### src/hdl/nearest_landmark_association_macros.svh
// Assertion macros for the nearest landmark association block.
// Used by the RTL files that check their own logic; needs clk and rst_n in scope.
`ifndef NEAREST_LANDMARK_ASSOCIATION_MACROS_SVH
`define NEAREST_LANDMARK_ASSOCIATION_MACROS_SVH

// A property that must hold at every clock edge outside reset.
`define NLA_ASSERT_ALWAYS(lbl, prop, msg) \
  lbl: assert property (@(posedge clk) disable iff (!rst_n) (prop)) else $error(msg);

// A condition in one cycle that implies a consequence in the next cycle.
`define NLA_ASSERT_NEXT(lbl, ante, cons, msg) \
  lbl: assert property (@(posedge clk) disable iff (!rst_n) (ante) |=> (cons)) else $error(msg);

`endif

### src/hdl/nla_pkg.sv
// Package for the nearest landmark association block.
// Holds shared constants, request codes, the controller state type and the
// command and status structs; depends on nothing.
`timescale 1ns / 1ps
`default_nettype none

package nla_pkg;

  localparam int MAX_LANDMARKS_DEF = 64;
  localparam int COORD_BITS_DEF    = 24;

  localparam int FUNC_W = 2;
  localparam int ID_W   = 15;
  localparam int OUT_W  = 16;

  localparam logic [FUNC_W-1:0] FUNC_CLEAR  = 2'd0;
  localparam logic [FUNC_W-1:0] FUNC_APPEND = 2'd1;
  localparam logic [FUNC_W-1:0] FUNC_ASSOC  = 2'd2;

  localparam logic [OUT_W-1:0] NO_MATCH = 16'hFFFF;

  // Cut-off distance of 99999 metres in Q.8 raw units and its square.
  localparam int                 LIM_W      = 25;
  localparam logic [LIM_W-1:0]   CUTOFF_RAW = 25'(99999 * 256);
  localparam int                 BEST_W     = 2 * LIM_W + 1;
  localparam logic [BEST_W-1:0]  CUTOFF_SQ  = BEST_W'(CUTOFF_RAW) * BEST_W'(CUTOFF_RAW);

  typedef enum logic [1:0] {
    ST_IDLE,
    ST_SCAN,
    ST_DRAIN
  } state_t;

  typedef struct packed {
    logic init;
    logic clear;
    logic append;
    logic issue;
    logic report;
  } cmd_t;

  typedef struct packed {
    logic scan_done;
    logic pipe_busy;
  } status_t;

endpackage

`default_nettype wire

### src/hdl/nla_ctrl.sv
// Controller state machine for the nearest landmark association block.
// Decodes requests and sequences the table scan; depends on nla_pkg.
`timescale 1ns / 1ps
`default_nettype none

module nla_ctrl
  import nla_pkg::*;
(
  input  wire logic              clk,
  input  wire logic              rst_n,
  input  wire logic              start,
  input  wire logic [FUNC_W-1:0] func,
  input  wire status_t           status,
  output      logic              busy,
  output      cmd_t              cmd
);

  state_t state_r;
  state_t state_nxt;

  always_ff @(posedge clk) begin
    if (!rst_n) begin
      state_r <= ST_IDLE;
    end else begin
      state_r <= state_nxt;
    end
  end

  always_comb begin
    state_nxt = state_r;
    unique case (state_r)
      ST_IDLE: begin
        if (start && func == FUNC_ASSOC) begin
          state_nxt = ST_SCAN;
        end
      end
      ST_SCAN: begin
        if (status.scan_done) begin
          state_nxt = ST_DRAIN;
        end
      end
      ST_DRAIN: begin
        if (!status.pipe_busy) begin
          state_nxt = ST_IDLE;
        end
      end
      default: begin
        state_nxt = ST_IDLE;
      end
    endcase
  end

  always_comb begin
    cmd  = '0;
    busy = 1'b1;
    unique case (state_r)
      ST_IDLE: begin
        busy       = 1'b0;
        cmd.init   = start && func == FUNC_ASSOC;
        cmd.clear  = start && func == FUNC_CLEAR;
        cmd.append = start && func == FUNC_APPEND;
      end
      ST_SCAN: begin
        cmd.issue = !status.scan_done;
      end
      ST_DRAIN: begin
        cmd.report = !status.pipe_busy;
      end
      default: begin
        busy = 1'b1;
      end
    endcase
  end

endmodule

`default_nettype wire

### config.mk
export PLATFORM = sky130hd
export DESIGN_NAME = nla_ctrl
export DESIGN_NICKNAME = d
export VERILOG_FILES = /design/src/hdl/nearest_landmark_association_macros.svh /design/src/hdl/nla_pkg.sv /design/src/hdl/nla_ctrl.sv
export SDC_FILE = /design/constraint.sdc
export NUM_CORES = 1
export LEC_CHECK = 0
export ABC_AREA = 1
export ABC_CLOCK_PERIOD_IN_PS = 800
export BUFFER_PORTS_ARGS = -buffer_cell sky130_fd_sc_hd__buf_2
export CORE_AREA = 2 2 39 41
export CTS_CLUSTER_DIAMETER = 120
export CTS_CLUSTER_SIZE = 25
export DETAILED_ROUTE_END_ITERATION = 16
export DIE_AREA = 0 0 41 43
export GPL_TIMING_DRIVEN = 0
export HOLD_SLACK_MARGIN = 0.05
export SLEW_MARGIN = 25
export SYNTH_ARGS = -nofsm -noshare
export SYNTH_HDL_FRONTEND = slang
export SYNTH_SLANG_ARGS = --single-unit
### constraint.sdc
create_clock -name clk -period 0.8 [get_ports clk]
set_input_delay 0.04 -clock clk [delete_from_list [all_inputs] [get_ports clk]]
set_output_delay 0.04 -clock clk [all_outputs]
set_load 0.1 [all_outputs]
==> results.toml <==
[pwr]
netSwitchingFraction = 0.3642
power.share.clock = 0.432
switchingPower_w = 0.0001907
peakVddDrop_v = 0.0004274
powerDensity_nw_per_um2 = 1337
combPwrFrac = 0.364
p_total_w = 0.0005237
seqPwrFrac = 0.204
leakagePower_nw = 0.1714
p_int_w = 0.0003329

[clock_network]
clk_pin_slew_worst_paths_ns = 0.03
cts_made_buffers = 3
cts_buffer_depth = 2
insertion_delay_ns = 0.23
htree_levels = 1
cts.sinks = 2
tritoncts = "built"
root_buffer = "clkbuf_4"

[finish]
final_nets = 49
largest_register_ffs = 2
largest_register = "state_r"
multiInputGateArea_um2 = 111.4
regArea_um2 = 45.04
reg_top3 = "state_r x2"
final_common_cell = "buf_2"
drive_above_1_share = 0.7000
final_cell_mix = "buf_2 (6), buf_12 (5), inv_1 (4)"
diodes = 0
fillers = 152
area_growth_pct = 192.5

[sta]
fmax_mhz = 855.3
hold_viol_final = 0
holdWs_ns = 0.08421
max_slew_margin = 0.8165
rsz0062_at_grt = "true"
fin_crit_ns = 1.169
worstMarginPinSlew_ns = 0.2775
finalClockSkew_ns = 0.0003603
finalSetupViolCount = 8
drv_slew = 0
fin_crit_sh = 1.462
timing.final.ws_setup_ns = -0.3692

[setup_path]
crit_arrival_ns = 1.13
r2r-start = "state_r[0]"
worstPathRequired_ns = 0.76
reg2reg_to = "state_r[0]"
crit_fanout = 4
criticalPathCategory = "reg -> out"
rr_worst_depth = 3
end_kind = "primary output"
regToRegSetupSlack_ns = -0.02
start_kind = "flop"

[route]
drc = 0
vias = 203
postRouteWirelength_um = 420
first_iter_violations = 1
routedWlPerCell_um = 7.500
first_pass_iters = 2
viasPerCell = 3.625
ant_nets = 0

[logic_synthesis]
synth_fp_nets = 30
ys_types = 9
synthCells = 23
synth.top_cell.area_share = 0.2991
synth_top_area_cell = "dfxtp_1"
synthTopCellsByArea = "dfxtp_1 (30%), inv_1 (22%), nor3_1 (11%), nand2_1 (8.4%), a21oi_1 (7.5%)"
synth_seq_area_share = 0.2991
syn_area_per_cell_um2 = 5.821
ys_warn_count = 0
synth_seq_cells = 2
syn_area_um2 = 133.9

[run_status]
violations = "setup timing"
status = "finished, violations left"

[die]
rows = 14
ios = 13
chipWidth_um = 41
core_um2 = 1384
start_util = 0.09674
dieArea_um2 = 1763
dieHeight_um = 43

[grt]
grtUsageTotal = 0.06526
grt-ovfl-total = 0
grt_pass1_wl_um = 690
antenna_found_initial = 0
grt_max_degree = 5
grt_pass1_vias = 210

[job]
cap_violations = 0

[min_path]
holdCritPathClass = "in -> reg"
hold_depth = 3
min_to = "state_r[1]"
min-delay-start = "status[1]"

[placed_design]
gp_congestion = 0.5671
io_buffer_count = 12
## worst max-delay path, stage by stage (launching register included)
cell and delay, ns:
dfxtp_4 0.35, nor2_4 0.12, inv_2 0.07, nor3_4 0.15, buf_12 0.20
## timing repair
action | in CTS | in global routing
gates resized for setup | 25 | 1
hold endpoints to repair | 2 | 0
setup endpoints to repair | 7 | 8
buffers inserted | 1 | 0
hold buffers | 1 | 0
pin swaps | 0 | 1
## Yosys cell counts
cell type and n:
nand3b_1 1, a21oi_1 2, nor2_1 1, nor2_2 1, nor3_1 3, inv_1 8, nand2_1 3, dfxtp_1 2
nand3_1 2
## final cells by class
type                       instances  share of cell area
multi-input combinational         13              0.2843
inverter                           8             0.09585
tap                               16             0.05112
sequential                         2              0.1150
clock buffer                       3             0.05751
timing repair buffer              14              0.3962
## metal layers
metal,wire length (um),global-route usage,vias up
met1,136,0.04823,85
met2,231,0.09063,12
li1,-,-,103
met4,14,0.08000,0
met5,0,0,-
met3,37,0.04712,3
## metrics by stage
| stage | area, um2 | setup WS (ns) | TNS, ns | utilization | cells |
|---|---|---|---|---|---|
| 6_report | 391.6 | -0.3692 | -1.991 | 0.2830 | 56 |
| 5_1_grt | 391.6 | -0.4220 | -2.372 | 0.2830 | 56 |
| 4_1_cts | 387.9 | -0.3927 | -2.068 | 0.2803 | 56 |
| 3_5_place_dp | 257.7 | -0.3969 | -2.008 | 0.1863 | 51 |
| 3_3_place_gp | 257.7 | -0.3942 | -1.940 | 0.1863 | 51 |
| 2_1_floorplan | 177.7 | -1.032 | -3.178 | - | 23 |
## power by group through the flow
stage | combinational, W | sequential [W] | clock [W]
global route | 0.000199 | 0.000107 | 0.000258
CTS | 0.000190 | 0.000107 | 0.000240
global placement | 0.000146 | 0.000110 | 0
detailed placement | 0.000148 | 0.000110 | 0
floorplan | 0.000116 | 0.000109 | 0
finish | 0.000191 | 0.000107 | 0.000226
## logic make-up after synthesis
group           count (synthesis)  synth area share
flops                           2            0.2991
compound gates                  2           0.07477
buf+inv                         8            0.2243
simple gates                   11            0.4019
## how the worst max path moves through the flow
stage / start / slack, ns / endpoint / depth (start not counted)
after floorplan: state_r[0] / -1.03 / cmd[2] / 3
after global routing: state_r[1] / -0.42 / cmd[1] / 4
after detailed placement: state_r[0] / -0.40 / cmd[4] / 4
after CTS: state_r[0] / -0.39 / cmd[2] / 4
after global placement: state_r[0] / -0.39 / cmd[4] / 4
final: state_r[0] / -0.37 / cmd[2] / 4
Note: power is estimated with default switching activity, not from simulation.
